**src/design/xdpt_pkg.sv**
```systemverilog
// ----------------------------------------------------------------------------
// xdpt_pkg: shared types and constants for the XOR distance peer table
// Table sizing, field widths, command codes and sequencer states.
// ----------------------------------------------------------------------------
package xdpt_pkg;

  localparam int TABLE_DEPTH     = 32;
  localparam int ID_BITS         = 64;
  localparam int ADDRESS_BITS    = 48;

  localparam int SLOT_BITS       = $clog2(TABLE_DEPTH);
  localparam int COUNT_BITS      = $clog2(TABLE_DEPTH + 1);
  localparam int PEER_COUNT_BITS = 6;
  localparam int CMD_BITS        = 2;
  localparam int APB_DATA_BITS   = 64;
  localparam int APB_ADDR_BITS   = 4;

  // Distance bits examined per scan cycle by the top-bit finder
  localparam int DIFF_STEP = (ID_BITS + TABLE_DEPTH - 1) / TABLE_DEPTH;

  typedef logic [ID_BITS-1:0]      id_t;
  typedef logic [ADDRESS_BITS-1:0] addr_t;
  typedef logic [SLOT_BITS-1:0]    slot_t;
  typedef logic [COUNT_BITS-1:0]   count_t;

  typedef enum logic [CMD_BITS-1:0] {
    CMD_INSERT   = 2'd0,
    CMD_REMOVE   = 2'd1,
    CMD_NEXT_HOP = 2'd2,
    CMD_CONTAINS = 2'd3
  } cmd_t;

  typedef enum logic [1:0] {
    ST_IDLE,
    ST_SCAN,
    ST_FINISH
  } state_t;

  // Register map index (bit 3 of the byte address)
  typedef enum logic {
    REG_LOCAL_ID       = 1'b0,
    REG_LOCAL_ENDPOINT = 1'b1
  } reg_idx_t;

  typedef struct packed {
    id_t   local_id;
    addr_t local_endpoint;
  } cfg_t;

endpackage

```
**src/design/xdpt_ifs.sv**
```systemverilog
// ----------------------------------------------------------------------------
// xdpt_ifs: valid/ready channels of the peer table
// Command channel and result channel, each with source and sink modports.
// ----------------------------------------------------------------------------
interface xdpt_in_if;
  logic                               valid;
  logic                               ready;
  logic [xdpt_pkg::CMD_BITS-1:0]      command;
  logic [xdpt_pkg::ID_BITS-1:0]       peer_key;
  logic [xdpt_pkg::ADDRESS_BITS-1:0]  peer_address;
  logic [xdpt_pkg::ID_BITS-1:0]       excluded_id;

  modport source (output valid, output command, output peer_key,
                  output peer_address, output excluded_id, input ready);
  modport sink   (input valid, input command, input peer_key,
                  input peer_address, input excluded_id, output ready);
endinterface

interface xdpt_out_if;
  logic                                 valid;
  logic                                 ready;
  logic                                 hit;
  logic                                 table_full;
  logic [xdpt_pkg::ID_BITS-1:0]         hop_id;
  logic [xdpt_pkg::ADDRESS_BITS-1:0]    hop_address;
  logic                                 hop_is_local;
  logic [xdpt_pkg::ID_BITS-1:0]         refill_target;
  logic [xdpt_pkg::PEER_COUNT_BITS-1:0] peer_count;

  modport source (output valid, output hit, output table_full, output hop_id,
                  output hop_address, output hop_is_local, output refill_target,
                  output peer_count, input ready);
  modport sink   (input valid, input hit, input table_full, input hop_id,
                  input hop_address, input hop_is_local, input refill_target,
                  input peer_count, output ready);
endinterface

```
**src/design/xor_distance_peer_table_core.sv**
```systemverilog
// ----------------------------------------------------------------------------
// xor_distance_peer_table_core: XOR distance peer table, top level
// Slot table of peers with insert, remove, contains and next-hop lookup.
//
//   port     dir   kind          carries
//   in_ch    in    valid/ready   command, peer_key, peer_address, excluded_id
//   out_ch   out   valid/ready   hit, table_full, hop, refill_target, count
//   p*       in    APB, 64 bit   local_id at 0x0, local_endpoint at 0x8
//
// Each item is accepted, then scanned one slot per cycle through the single
// registered memory read port; the result is then formed in the finish
// state. A new item is taken while the previous result waits.
// Reset (synchronous, rst_n low) clears all valid bits and the count at once.
// A stalled output holds the sequencer in its final cycle.
// ----------------------------------------------------------------------------
module xor_distance_peer_table_core (
  input  logic                               clk,
  input  logic                               rst_n,
  xdpt_in_if.sink                            in_ch,
  xdpt_out_if.source                         out_ch,
  input  logic                               psel,
  input  logic                               penable,
  input  logic                               pwrite,
  input  logic [xdpt_pkg::APB_ADDR_BITS-1:0] paddr,
  input  logic [xdpt_pkg::APB_DATA_BITS-1:0] pwdata,
  output logic [xdpt_pkg::APB_DATA_BITS-1:0] prdata,
  output logic                               pready
);

  xdpt_pkg::cfg_t cfg;

  // configuration registers
  xdpt_cfg u_cfg (
    .clk     (clk),
    .rst_n   (rst_n),
    .psel    (psel),
    .penable (penable),
    .pwrite  (pwrite),
    .paddr   (paddr),
    .pwdata  (pwdata),
    .prdata  (prdata),
    .pready  (pready),
    .cfg     (cfg)
  );

  // table and sequencer
  xdpt_engine u_engine (
    .clk    (clk),
    .rst_n  (rst_n),
    .cfg    (cfg),
    .in_ch  (in_ch),
    .out_ch (out_ch)
  );

endmodule

```
**src/design/xdpt_cfg.sv**
```systemverilog
// ----------------------------------------------------------------------------
// xdpt_cfg: APB register file
// Holds the local id and local endpoint; 64-bit registers at 8-byte stride.
// ----------------------------------------------------------------------------
module xdpt_cfg (
  input  logic                               clk,
  input  logic                               rst_n,
  input  logic                               psel,
  input  logic                               penable,
  input  logic                               pwrite,
  input  logic [xdpt_pkg::APB_ADDR_BITS-1:0] paddr,
  input  logic [xdpt_pkg::APB_DATA_BITS-1:0] pwdata,
  output logic [xdpt_pkg::APB_DATA_BITS-1:0] prdata,
  output logic                               pready,
  output xdpt_pkg::cfg_t                     cfg
);

  xdpt_pkg::id_t     local_id_r;
  xdpt_pkg::addr_t   local_endpoint_r;
  xdpt_pkg::reg_idx_t reg_sel;
  logic              wr_en;

  assign pready  = 1'b1;
  assign wr_en   = psel && penable && pwrite;
  // byte offset within the 8-byte register is ignored
  assign reg_sel = xdpt_pkg::reg_idx_t'(paddr[3]);

  // register writes
  always_ff @(posedge clk) begin
    if (!rst_n) begin
      local_id_r       <= '0;
      local_endpoint_r <= '0;
    end else if (wr_en) begin
      unique case (reg_sel)
        xdpt_pkg::REG_LOCAL_ID:
          local_id_r <= pwdata[xdpt_pkg::ID_BITS-1:0];
        xdpt_pkg::REG_LOCAL_ENDPOINT:
          local_endpoint_r <= pwdata[xdpt_pkg::ADDRESS_BITS-1:0];
        default: ;
      endcase
    end
  end

  // read mux
  always_comb begin
    prdata = '0;
    unique case (reg_sel)
      xdpt_pkg::REG_LOCAL_ID:
        prdata = xdpt_pkg::APB_DATA_BITS'(local_id_r);
      xdpt_pkg::REG_LOCAL_ENDPOINT:
        prdata = xdpt_pkg::APB_DATA_BITS'(local_endpoint_r);
      default: prdata = '0;
    endcase
  end

  assign cfg.local_id       = local_id_r;
  assign cfg.local_endpoint = local_endpoint_r;

endmodule

```
**src/design/xdpt_engine.sv**
```systemverilog
// ----------------------------------------------------------------------------
// xdpt_engine: slot scanner and result register
// Sequencer walks all slots once per command through one registered memory
// read port, one key compare and one distance compare, then forms the item.
// ----------------------------------------------------------------------------
module xdpt_engine (
  input  logic             clk,
  input  logic             rst_n,
  input  xdpt_pkg::cfg_t   cfg,
  xdpt_in_if.sink          in_ch,
  xdpt_out_if.source       out_ch
);

  localparam int DEPTH = xdpt_pkg::TABLE_DEPTH;
  localparam int IDW   = xdpt_pkg::ID_BITS;

  // slot storage (no reset; guarded by valid bits)
  xdpt_pkg::id_t   id_mem   [DEPTH];
  xdpt_pkg::addr_t addr_mem [DEPTH];

  xdpt_pkg::state_t state_r, state_nxt;

  // latched command
  xdpt_pkg::cmd_t  cmd_r;
  xdpt_pkg::id_t   key_r;
  xdpt_pkg::addr_t ins_addr_r;
  xdpt_pkg::id_t   excl_r;

  // scan control
  xdpt_pkg::count_t cnt_r;
  logic             proc_en_r;
  xdpt_pkg::slot_t  proc_idx_r;
  xdpt_pkg::id_t    rd_id_r;
  xdpt_pkg::addr_t  rd_addr_r;

  // table state
  logic [DEPTH-1:0] valid_r;
  xdpt_pkg::count_t count_r;

  // scan results
  logic             found_r;
  logic             free_found_r;
  xdpt_pkg::slot_t  free_idx_r;
  logic             rm_hit_r;
  logic             have_r;
  logic             pick_r;
  xdpt_pkg::id_t    best_r;
  xdpt_pkg::id_t    hop_id_r;
  xdpt_pkg::addr_t  hop_addr_r;

  // top-bit finder for the refill target
  xdpt_pkg::id_t    diff_r, diff_nxt;
  xdpt_pkg::id_t    mask_r, mask_nxt;
  xdpt_pkg::id_t    flip_r, flip_nxt;
  logic             flip_found_r, flip_found_nxt;

  // output register
  logic                                 out_valid_r;
  logic                                 out_hit_r;
  logic                                 out_full_r;
  xdpt_pkg::id_t                        out_hop_id_r;
  xdpt_pkg::addr_t                      out_hop_addr_r;
  logic                                 out_local_r;
  xdpt_pkg::id_t                        out_refill_r;
  logic [xdpt_pkg::PEER_COUNT_BITS-1:0] out_count_r;

  logic            accept;
  logic            fire;
  logic            scan_done;
  logic            slot_v;
  logic            key_match;
  xdpt_pkg::id_t   slot_dist;
  logic            take;
  logic            ins_ok;
  xdpt_pkg::count_t count_after;

  assign in_ch.ready = (state_r == xdpt_pkg::ST_IDLE);
  assign accept      = in_ch.valid && in_ch.ready;
  assign fire        = !out_valid_r || out_ch.ready;
  assign scan_done   = (cnt_r == xdpt_pkg::COUNT_BITS'(DEPTH));

  // per-slot compare unit
  assign slot_v    = proc_en_r && valid_r[proc_idx_r];
  assign key_match = slot_v && (rd_id_r == key_r);
  assign slot_dist = rd_id_r ^ key_r;
  assign take      = slot_v && (rd_id_r != excl_r) && (!have_r || (slot_dist < best_r));

  // insert outcome
  assign ins_ok      = (cmd_r == xdpt_pkg::CMD_INSERT) && !found_r && free_found_r;
  assign count_after = count_r + xdpt_pkg::COUNT_BITS'(ins_ok);

  // top-bit finder step: DIFF_STEP distance bits per cycle, most significant first
  always_comb begin
    flip_nxt       = flip_r;
    flip_found_nxt = flip_found_r;
    for (int j = 0; j < xdpt_pkg::DIFF_STEP; j++) begin
      if (!flip_found_nxt && diff_r[IDW-1-j]) begin
        flip_nxt       = mask_r >> j;
        flip_found_nxt = 1'b1;
      end
    end
    diff_nxt = diff_r << xdpt_pkg::DIFF_STEP;
    mask_nxt = mask_r >> xdpt_pkg::DIFF_STEP;
  end

  // sequencer
  always_comb begin
    state_nxt = state_r;
    unique case (state_r)
      xdpt_pkg::ST_IDLE:   if (accept) state_nxt = xdpt_pkg::ST_SCAN;
      xdpt_pkg::ST_SCAN:   if (scan_done) state_nxt = xdpt_pkg::ST_FINISH;
      xdpt_pkg::ST_FINISH: if (fire) state_nxt = xdpt_pkg::ST_IDLE;
      default:             state_nxt = xdpt_pkg::ST_IDLE;
    endcase
  end

  always_ff @(posedge clk) begin
    if (!rst_n) begin
      state_r <= xdpt_pkg::ST_IDLE;
    end else begin
      state_r <= state_nxt;
    end
  end

  // slot memory: one read per scan cycle, one write on insert
  always_ff @(posedge clk) begin
    rd_id_r   <= id_mem[cnt_r[xdpt_pkg::SLOT_BITS-1:0]];
    rd_addr_r <= addr_mem[cnt_r[xdpt_pkg::SLOT_BITS-1:0]];
    if (state_r == xdpt_pkg::ST_FINISH && fire && ins_ok) begin
      id_mem[free_idx_r]   <= key_r;
      addr_mem[free_idx_r] <= ins_addr_r;
    end
  end

  // valid bits and count
  always_ff @(posedge clk) begin
    if (!rst_n) begin
      valid_r <= '0;
      count_r <= '0;
    end else if (state_r == xdpt_pkg::ST_SCAN) begin
      if (cmd_r == xdpt_pkg::CMD_REMOVE && key_match) begin
        valid_r[proc_idx_r] <= 1'b0;
        if (count_r != '0) count_r <= count_r - xdpt_pkg::COUNT_BITS'(1);
      end
    end else if (state_r == xdpt_pkg::ST_FINISH && fire && ins_ok) begin
      valid_r[free_idx_r] <= 1'b1;
      count_r             <= count_after;
    end
  end

  // scan counter and read pipeline control
  always_ff @(posedge clk) begin
    if (!rst_n) begin
      proc_en_r <= 1'b0;
      cnt_r     <= '0;
    end else if (accept) begin
      proc_en_r <= 1'b0;
      cnt_r     <= '0;
    end else if (state_r == xdpt_pkg::ST_SCAN) begin
      proc_en_r <= !scan_done;
      if (!scan_done) cnt_r <= cnt_r + xdpt_pkg::COUNT_BITS'(1);
    end else begin
      proc_en_r <= 1'b0;
    end
  end

  // command latch and scan accumulators
  always_ff @(posedge clk) begin
    proc_idx_r <= cnt_r[xdpt_pkg::SLOT_BITS-1:0];
    if (accept) begin
      cmd_r        <= xdpt_pkg::cmd_t'(in_ch.command);
      key_r        <= in_ch.peer_key;
      ins_addr_r   <= in_ch.peer_address;
      excl_r       <= in_ch.excluded_id;
      found_r      <= 1'b0;
      free_found_r <= 1'b0;
      free_idx_r   <= '0;
      rm_hit_r     <= 1'b0;
      have_r       <= (cfg.local_id != in_ch.excluded_id);
      pick_r       <= 1'b0;
      best_r       <= cfg.local_id ^ in_ch.peer_key;
      diff_r       <= cfg.local_id ^ in_ch.peer_key;
      mask_r       <= {1'b1, {(IDW-1){1'b0}}};
      flip_r       <= '0;
      flip_found_r <= 1'b0;
    end else if (state_r == xdpt_pkg::ST_SCAN) begin
      diff_r       <= diff_nxt;
      mask_r       <= mask_nxt;
      flip_r       <= flip_nxt;
      flip_found_r <= flip_found_nxt;
      if (key_match) begin
        found_r  <= 1'b1;
        rm_hit_r <= 1'b1;
      end
      // lowest free slot
      if (proc_en_r && !valid_r[proc_idx_r] && !free_found_r) begin
        free_found_r <= 1'b1;
        free_idx_r   <= proc_idx_r;
      end
      // nearest candidate so far
      if (cmd_r == xdpt_pkg::CMD_NEXT_HOP && take) begin
        have_r     <= 1'b1;
        pick_r     <= 1'b1;
        best_r     <= slot_dist;
        hop_id_r   <= rd_id_r;
        hop_addr_r <= rd_addr_r;
      end
    end
  end

  // result register
  always_ff @(posedge clk) begin
    if (!rst_n) begin
      out_valid_r <= 1'b0;
    end else if (state_r == xdpt_pkg::ST_FINISH && fire) begin
      out_valid_r <= 1'b1;
    end else if (out_ch.ready) begin
      out_valid_r <= 1'b0;
    end
  end

  always_ff @(posedge clk) begin
    if (state_r == xdpt_pkg::ST_FINISH && fire) begin
      out_hit_r      <= 1'b0;
      out_full_r     <= 1'b0;
      out_hop_id_r   <= '0;
      out_hop_addr_r <= '0;
      out_local_r    <= 1'b0;
      out_refill_r   <= '0;
      out_count_r    <= xdpt_pkg::PEER_COUNT_BITS'(count_after);
      unique case (cmd_r)
        xdpt_pkg::CMD_INSERT: begin
          out_hit_r  <= ins_ok;
          out_full_r <= !found_r && !free_found_r;
        end
        xdpt_pkg::CMD_REMOVE: begin
          out_hit_r <= rm_hit_r;
          if (rm_hit_r) out_refill_r <= cfg.local_id ^ flip_r;
        end
        xdpt_pkg::CMD_NEXT_HOP: begin
          out_hop_id_r   <= pick_r ? hop_id_r : cfg.local_id;
          out_hop_addr_r <= pick_r ? hop_addr_r : cfg.local_endpoint;
          out_local_r    <= !pick_r;
        end
        xdpt_pkg::CMD_CONTAINS: out_hit_r <= found_r;
        default: ;
      endcase
    end
  end

  assign out_ch.valid         = out_valid_r;
  assign out_ch.hit           = out_hit_r;
  assign out_ch.table_full    = out_full_r;
  assign out_ch.hop_id        = out_hop_id_r;
  assign out_ch.hop_address   = out_hop_addr_r;
  assign out_ch.hop_is_local  = out_local_r;
  assign out_ch.refill_target = out_refill_r;
  assign out_ch.peer_count    = out_count_r;

  // count tracks the valid bits
  a_count_matches: assert property (@(posedge clk) disable iff (!rst_n)
    $countones(valid_r) == count_r)
    else $error("peer count differs from number of valid slots");

  a_count_bound: assert property (@(posedge clk) disable iff (!rst_n)
    count_r <= xdpt_pkg::COUNT_BITS'(DEPTH))
    else $error("peer count above table depth");

  a_scan_start: assert property (@(posedge clk) disable iff (!rst_n)
    accept |=> (state_r == xdpt_pkg::ST_SCAN) && (cnt_r == '0) && !proc_en_r)
    else $error("scan did not start at slot zero");

  a_full_result: assert property (@(posedge clk) disable iff (!rst_n)
    out_valid_r && out_full_r |-> !out_hit_r && !out_local_r && (out_refill_r == '0))
    else $error("dropped insert reported other outcomes");

  a_result_loaded: assert property (@(posedge clk) disable iff (!rst_n)
    (state_r == xdpt_pkg::ST_FINISH) && fire |=> out_valid_r)
    else $error("finished item not presented");

endmodule
```
**src/flat_wrapper.sv**
```systemverilog
// flat-port wrapper written by rule: the top's interface ports become plain ports
module xor_distance_peer_table_core_flat 
  (clk, rst_n, psel, penable, pwrite, paddr, pwdata, prdata, pready, in_ch_valid, in_ch_command, in_ch_peer_key, in_ch_peer_address, in_ch_excluded_id, in_ch_ready, out_ch_valid, out_ch_hit, out_ch_table_full, out_ch_hop_id, out_ch_hop_address, out_ch_hop_is_local, out_ch_refill_target, out_ch_peer_count, out_ch_ready);
  xdpt_in_if in_ch_i ();
  xdpt_out_if out_ch_i ();
  input  logic clk;
  input  logic rst_n;
  input  logic psel;
  input  logic penable;
  input  logic pwrite;
  input  logic [xdpt_pkg::APB_ADDR_BITS-1:0] paddr;
  input  logic [xdpt_pkg::APB_DATA_BITS-1:0] pwdata;
  output logic [xdpt_pkg::APB_DATA_BITS-1:0] prdata;
  output logic pready;
  input wire logic [$bits(in_ch_i.valid)-1:0] in_ch_valid;
  input wire logic [$bits(in_ch_i.command)-1:0] in_ch_command;
  input wire logic [$bits(in_ch_i.peer_key)-1:0] in_ch_peer_key;
  input wire logic [$bits(in_ch_i.peer_address)-1:0] in_ch_peer_address;
  input wire logic [$bits(in_ch_i.excluded_id)-1:0] in_ch_excluded_id;
  output wire logic [$bits(in_ch_i.ready)-1:0] in_ch_ready;
  output wire logic [$bits(out_ch_i.valid)-1:0] out_ch_valid;
  output wire logic [$bits(out_ch_i.hit)-1:0] out_ch_hit;
  output wire logic [$bits(out_ch_i.table_full)-1:0] out_ch_table_full;
  output wire logic [$bits(out_ch_i.hop_id)-1:0] out_ch_hop_id;
  output wire logic [$bits(out_ch_i.hop_address)-1:0] out_ch_hop_address;
  output wire logic [$bits(out_ch_i.hop_is_local)-1:0] out_ch_hop_is_local;
  output wire logic [$bits(out_ch_i.refill_target)-1:0] out_ch_refill_target;
  output wire logic [$bits(out_ch_i.peer_count)-1:0] out_ch_peer_count;
  input wire logic [$bits(out_ch_i.ready)-1:0] out_ch_ready;
  assign in_ch_i.valid = in_ch_valid;
  assign in_ch_i.command = in_ch_command;
  assign in_ch_i.peer_key = in_ch_peer_key;
  assign in_ch_i.peer_address = in_ch_peer_address;
  assign in_ch_i.excluded_id = in_ch_excluded_id;
  assign in_ch_ready = in_ch_i.ready;
  assign out_ch_valid = out_ch_i.valid;
  assign out_ch_hit = out_ch_i.hit;
  assign out_ch_table_full = out_ch_i.table_full;
  assign out_ch_hop_id = out_ch_i.hop_id;
  assign out_ch_hop_address = out_ch_i.hop_address;
  assign out_ch_hop_is_local = out_ch_i.hop_is_local;
  assign out_ch_refill_target = out_ch_i.refill_target;
  assign out_ch_peer_count = out_ch_i.peer_count;
  assign out_ch_i.ready = out_ch_ready;
  xor_distance_peer_table_core u_core (.clk(clk), .rst_n(rst_n), .in_ch(in_ch_i), .out_ch(out_ch_i), .psel(psel), .penable(penable), .pwrite(pwrite), .paddr(paddr), .pwdata(pwdata), .prdata(prdata), .pready(pready));
endmodule
```
**config.mk**
```make
export PLATFORM = sky130hd
export DESIGN_NAME = xor_distance_peer_table_core_flat
export DESIGN_NICKNAME = d
export VERILOG_FILES = /design/src/design/xdpt_pkg.sv /design/src/design/xdpt_ifs.sv /design/src/design/xor_distance_peer_table_core.sv /design/src/design/xdpt_cfg.sv /design/src/design/xdpt_engine.sv /design/src/flat_wrapper.sv
export SDC_FILE = /design/constraint.sdc
export NUM_CORES = 2
export LEC_CHECK = 0
export ABC_CLOCK_PERIOD_IN_PS = 22600
export BUFFER_PORTS_ARGS = -buffer_cell sky130_fd_sc_hd__buf_4
export CORE_MARGIN = 2
export CORE_UTILIZATION = 45
export DETAILED_ROUTE_END_ITERATION = 10
export GPL_ROUTABILITY_DRIVEN = 1
export HOLD_SLACK_MARGIN = 0.03
export PLACE_DENSITY = 0.6
export SETUP_SLACK_MARGIN = 0.1
export SLEW_MARGIN = 20
export SYNTH_ARGS = -nofsm -noshare
export SYNTH_HDL_FRONTEND = slang
export SYNTH_SLANG_ARGS = --single-unit
```
**constraint.sdc**
```tcl
create_clock -name clk -period 22.6 [get_ports clk]
set_clock_uncertainty 0.2 [all_clocks]
set_input_delay 1.13 -clock clk [delete_from_list [all_inputs] [get_ports clk]]
set_output_delay 1.13 -clock clk [all_outputs]
set_load 0.03 [all_outputs]
```
* After elaboration in Yosys (flattened, before gate mapping)
Memories as Yosys holds them, arrays and structs flattened. A register that Yosys moved wholly into a read port is not among the register bits.
Cells that the tools add are included.
** Operators by class
- $add $sub $neg :: 3
- Magnitude comparators :: 5
- Equal/unequal tests :: 14
- Muxes and demuxes :: 37
- Bitwise operators :: 11
- Reduce and logical (&&, ||, !) cells :: 55
** Operator list (count)
- two-way mux 64 bit :: 8
- XOR 64 bit :: 3
- != test 64 bit :: 2
- case mux 64 bit (2 select lines) :: 1
- two-way mux 32 bit :: 3
- equality test 64 bit :: 1
- less-than comparator 64 bit :: 1
- two-way mux 48 bit :: 1
- AND 32 bit :: 1
- NOT 32 bit :: 1
- OR 32 bit :: 1
- two-way mux 6 bit :: 4
- logical AND 1 bit :: 20
- AND reduction 2 bit :: 10
- less-than comparator 5 x 6 -> 1 bit (second input constant) :: 2
- two-way mux 1 bit :: 12
- demux 1 bit (select 5 bit) :: 2
- greater-or-equal comparator 5 x 1 -> 1 bit (second input constant) :: 2
- nonzero test 2 bit :: 5
- logical NOT 1 bit :: 9
- AND reduction 3 bit :: 3
- != test 2 bit (second input constant) :: 4
- adder 6 x 1 -> 6 bit :: 1
- adder 6 x 1 -> 6 bit (second input constant) :: 1
- 15 further kinds :: 27
** Word-level totals
- Register bits :: 874
- Memory bits (writable) :: 3584
- Bits of input ports :: 253
- Logic and storage cells :: 159
- Memories kept :: 2
** Memories
- u_core.u_engine.id_mem :: words 32, bits a word 64, read ports 1, clocked after memory_dff 1, wr ports 1, RTL line xdpt_engine.sv:18 : xdpt_pkg::id_t id_mem [DEPTH];
- u_core.u_engine.addr_mem :: words 32, bits a word 48, read ports 1, clocked after memory_dff 1, wr ports 1, RTL line xdpt_engine.sv:19 : xdpt_pkg::addr_t addr_mem [DEPTH];

* Logic depth before layout (Yosys ltp)
- Depth after elaboration :: 9
- Mapped depth :: 11
- Mapped depth without buffers :: 9

* Hierarchy
Synthesis repeated with hierarchy kept, for this count alone.
** Second synthesis, totals
- Cells, all modules :: 8339
- Area total of the unflattened synthesis :: 175186.8 sq um
** By module, submodules not included
- xdpt_engine :: instances 1, cells each 7832, area an instance 170252.0 sq um
- xdpt_cfg :: instances 1, cells each 507, area an instance 4934.7 sq um

* Worst setup path before layout
OpenSTA, ideal clock, no wires.
- Path kind :: input port to flip-flop
- Start point :: input out_ch_ready
- End point :: register u_core.u_engine.valid_r[20]
- Arrival :: 17017 ps
- Required time :: 22310 ps
- Path slack :: 5293 ps
- Stages on the path :: 8
- Cell sequence :: nand2b_1 nor2b_1 nand2_1 or3_1 clkbuf_1 nor2_1 o21ai_0 a21oi_1
** Between the ends
- Cells in the longest elaborated chain, start to end :: 5
** Ends and longest elaborated chain
- start: declaration :: RTL line flat_wrapper.sv:29 : input wire logic [$bits(out_ch_i.ready)-1:0] out_ch_ready;
- logical OR 1 bit :: RTL line xdpt_engine.sv:79 : assign fire = !out_valid_r || out_ch.ready;
- logical AND 1 bit (2 in a row) :: RTL line xdpt_engine.sv:145 : end else if (state_r == xdpt_pkg::ST_FINISH && fire && ins_ok) begin
- nonzero test 2 bit (no source line)
- AND reduction 2 bit (no source line)
- end signal: assignment :: RTL line xdpt_engine.sv:138 : valid_r <= '0;
- end signal: indexed assignment :: RTL line xdpt_engine.sv:142 : valid_r[proc_idx_r] <= 1'b0;
- end signal: indexed assignment :: RTL line xdpt_engine.sv:146 : valid_r[free_idx_r] <= 1'b1;
- end: declaration :: RTL line xdpt_engine.sv:37 : logic [DEPTH-1:0] valid_r;
No other way between the ends.
A chain may end at the register's enable or synchronous reset.

* Worst setup path in the final report
- Start point :: register u_core.u_engine.state_r[1]
- End point :: memory u_core.u_engine.addr_mem[9][14] (netlist bit), enable pin
** Between the ends
- Cells in the longest elaborated chain, start to end :: 5
** Ends and longest elaborated chain
- start: declaration :: RTL line xdpt_engine.sv:21 : xdpt_pkg::state_t state_r, state_nxt;
- start signal: assignment :: RTL line xdpt_engine.sv:119 : state_r <= xdpt_pkg::ST_IDLE;
- start signal: assignment :: RTL line xdpt_engine.sv:121 : state_r <= state_nxt;
- equality test 2 bit :: RTL line xdpt_engine.sv:129 : if (state_r == xdpt_pkg::ST_FINISH && fire && ins_ok) begin
- logical AND 1 bit (2 in a row) :: RTL line xdpt_engine.sv:129
- two-way mux 1 bit :: RTL line xdpt_engine.sv:129
- two-way mux 1 bit (implied by the code) :: RTL line xdpt_engine.sv:131 : addr_mem[free_idx_r] <= ins_addr_r;
- end: declaration :: RTL line xdpt_engine.sv:19
No other way between the ends.

==> out/results.ini <==
[status]
run_status=complete, no violations

[worst_setup_path]
required_ps=23000
worst-setup-path-type=flip-flop to flip-flop
worstPathCellList=nand2b_1 > nor2b_4 > buf_4 > and2_0 > nand3b_1 > nor2_4 > buf_4 > buf_4 > buf_4
critical_path.max_fanout=37
crit_arrival_ps=7390
r2r_slack_ps=15610
critPathCaptureType=flip-flop
startpoint_class_of_the_critical_path=flip-flop
critical_path.top_delay_family=simple AND/OR/NAND/NOR gates
worst_path_most_repeated_cell=sky130_fd_sc_hd__buf_4
cp_num_buf_inv=4
cp_slowest_cell=sky130_fd_sc_hd__nor2_4
max_stage_delay_ps=1110

[timing]
rsz0062_at_grt=no
finalCritPeriodShare=0.309
final_report_hold_violation_count=0
fin_hold_ws_ps=88.7
setup_total_negative_slack_ps=0
achievable-frequency_mhz=143
max_slew_headroom=0.159
timing.final.ws_setup_ps=15610
final-max-slew-violation-count=0
period_minus_slack_ps=6990
max_slew.worst_pin.slew_ps=1250
setup_viol_count_final=0

[clock_network]
ctsLongestPathBuffers=4
cts_buffers=462
tritoncts=done
root_buffer_selected_by_cts=sky130_fd_sc_hd__clkbuf_16
post-cts-setup-buffers=0
cts_num_sinks=4570
cts_htree_levels=5
insertion_delay_ps=1030
cts.clk_slew.worst_paths_ps=60
ctsResizeCount=0

[cells_and_area]
largest_register=u_core.u_engine.id_mem
areaGrowthSynthToFinish_pct=14.8
design.final.nets=9498
layout-drive-gt1-share=0.286
postLayoutCoreUtil=0.520
largest_register_ffs=2048
largest_registers=u_core.u_engine.id_mem x2048, u_core.u_engine.addr_mem x1536
layout.cell_area.non_filler_sq_mm=0.201

[drt]
drt_iter0_markers=13245
detailedRoute.firstPassIterationCount=8
wire_per_inst_um=36.1
post_drt_via_cell_ratio=6.10
vias=90092
route.antenna.remaining_nets=0
drcViolationCount=0
drt-total-wl_um=534000

[logic_synthesis]
synth-warning-count=0
ys_seq_area_frac=0.763
ys_seq_elements=4570
synth_largest_type_area_fraction=0.719
yosys-top-cells-area=sky130_fd_sc_hd__edfxtp_1, sky130_fd_sc_hd__mux4_2, sky130_fd_sc_hd__dfxtp_1
ys_dominant_reg_cell=sky130_fd_sc_hd__edfxtp_1
synth.cell_area_sq_mm=0.175
synth.top_cells.by_count=sky130_fd_sc_hd__edfxtp_1, sky130_fd_sc_hd__mux4_2, sky130_fd_sc_hd__nor2_1
post_synth_num_cell_types=61
yosysMostFrequentCell=sky130_fd_sc_hd__edfxtp_1
postSynthAreaPerCell_sq_um=20.7
asyncSetResetFlopFracSynth=0
synth_top_area_cell=sky130_fd_sc_hd__edfxtp_1
post_syn_instances=8462
number_of_synthesized_flops_with_an_enable_pin=4188
mappedNetlistNets=8783

[die]
height_of_the_die_um=627
core-area_sq_mm=0.386
fp.dieArea_sq_mm=0.394
io_pins=505
die_x_um=627
start_util=0.453
std_cell_rows=228

[grt]
grt_antenna_before_repair=31
grt_overflow_total=0
grt_max_degree=137
grt_pass1_vias=88473
grt_pass1_wl_um=724000
global_router_s_overall_resource_usage=0.269

[worst_hold_path]
worstHoldPathType=input port to flip-flop

[power_and_ir_drop]
powerDensity_mw_per_mm2=89.2
power_report.internal_total_mw=14.0
pwr-share-comb=0.046
power_switching_mw=3.91
cellLeakagePower_nw=62.9
power.switching_fraction=0.218
worst_ir_drop_vdd_mv=0.0717
share_of_power_burned_in_the_clock_network=0.421
seq_power_share=0.533

[placement]
finalWeightedCongestion=0.898
number_of_buffers_inserted_by_port_buffering=500
pre_cts_ws_ps=15040
placement.cell_area_sq_mm=0.185
detailed_place_hpwl_um=298000

[flow_run]
drv.max_cap_violation_count=0

-- per-stage QoR --
step	std cells	total power [mW]
floorplan	8462	10.2
global placement	13869	10.5
detailed placement	13870	10.5
CTS	14740	18.0
global route	14767	18.4
finish	14778	17.9
-- cells in the final DEF (no fill, tap or decap), drive strengths merged, types with 21 or more instances in the layout --
cell type  instances
nor4              53
clkinv           169
bufinv            26
nand2            325
dfxtp            382
mux2i            133
o21ai             76
a21oi            180
ha                68
inv               89
a32oi             32
clkbuf           656
edfxtp          4188
mux2             160
xor2             219
buf              731
xnor2            111
mux4            1120
nor2             631
a22oi             32
nor3              28
diode             21
nand4             37
-- worst reg2reg max path: cells and delay by family, from the launching register on --
family | cells | cell delay (ps)
DFF | 1 | 420
buffers and inverters | 4 | 2860
and+or+nand+nor | 5 | 3030
-- cells by family (layout without fill, tap and decap cells) --
logic type	Yosys count	in the layout	synth area share
multiplexers	1413	1413	0.162
adder cells (fa/ha/maj)	68	68	0.00487
flip-flops	4570	4570	0.763
other	1	22	0.0000214
AO/OA/AOI/OAI	366	366	0.0124
XOR/XNOR	330	330	0.0165
buffers and inverters	561	1681	0.0133
AND/OR/NAND/NOR	1153	1153	0.0277
-- final timing paths --
kind / end / startpoint / cells after the start
setup / recovery: u_core.u_engine.addr_mem[9][14]$_DFFE_PP_ / u_core.u_engine.state_r[1]$_SDFFE_PN0P_ / 9
hold / removal: u_core.u_engine.key_r[3]$_DFFE_PP_ / in_ch_peer_key[3] / 1
setup reg to reg: u_core.u_engine.addr_mem[9][14]$_DFFE_PP_ / u_core.u_engine.state_r[1]$_SDFFE_PN0P_ / 9
hold reg to reg: u_core.u_engine.hop_addr_r[23]$_DFFE_PP_ / u_core.u_engine.rd_addr_r[23]$_DFF_P_ / 0
-- metal layers --
metal	GRT usage	share of wire	wire [um]
met1	0.374	0.39	208000
met3	0.0511	0.096	51500
met2	0.418	0.47	249000
met5	0	0.000064	34
met4	0.112	0.047	25300
-- layout make-up --
type | count | area, sq um
inverters | 80 | 318
repair buffers | 732 | 6050
multi-input cells | 3331 | 39500
well taps | 5175 | 6470
clock inverters | 213 | 1990
diodes | 21 | 52.6
flip-flops and latches | 4570 | 133000
fillers | 30409 | 186000
clock buffers | 656 | 13000
-- power by group through the flow --
stage	sequential, mW	clock (mW)	combinational (mW)
after floorplan	9.67	0	0.501
after global placement	9.71	0	0.803
after detailed placement	9.73	0	0.806
after CTS	9.55	7.64	0.810
after global routing	9.55	7.97	0.877
final	9.54	7.55	0.826
-- repair_timing --
action,4_1_cts,5_1_grt
hold buffers,1,0
hold endpoints to repair,1,0
setup endpoints to repair,0,0
Power figures use the tool's default switching activity.
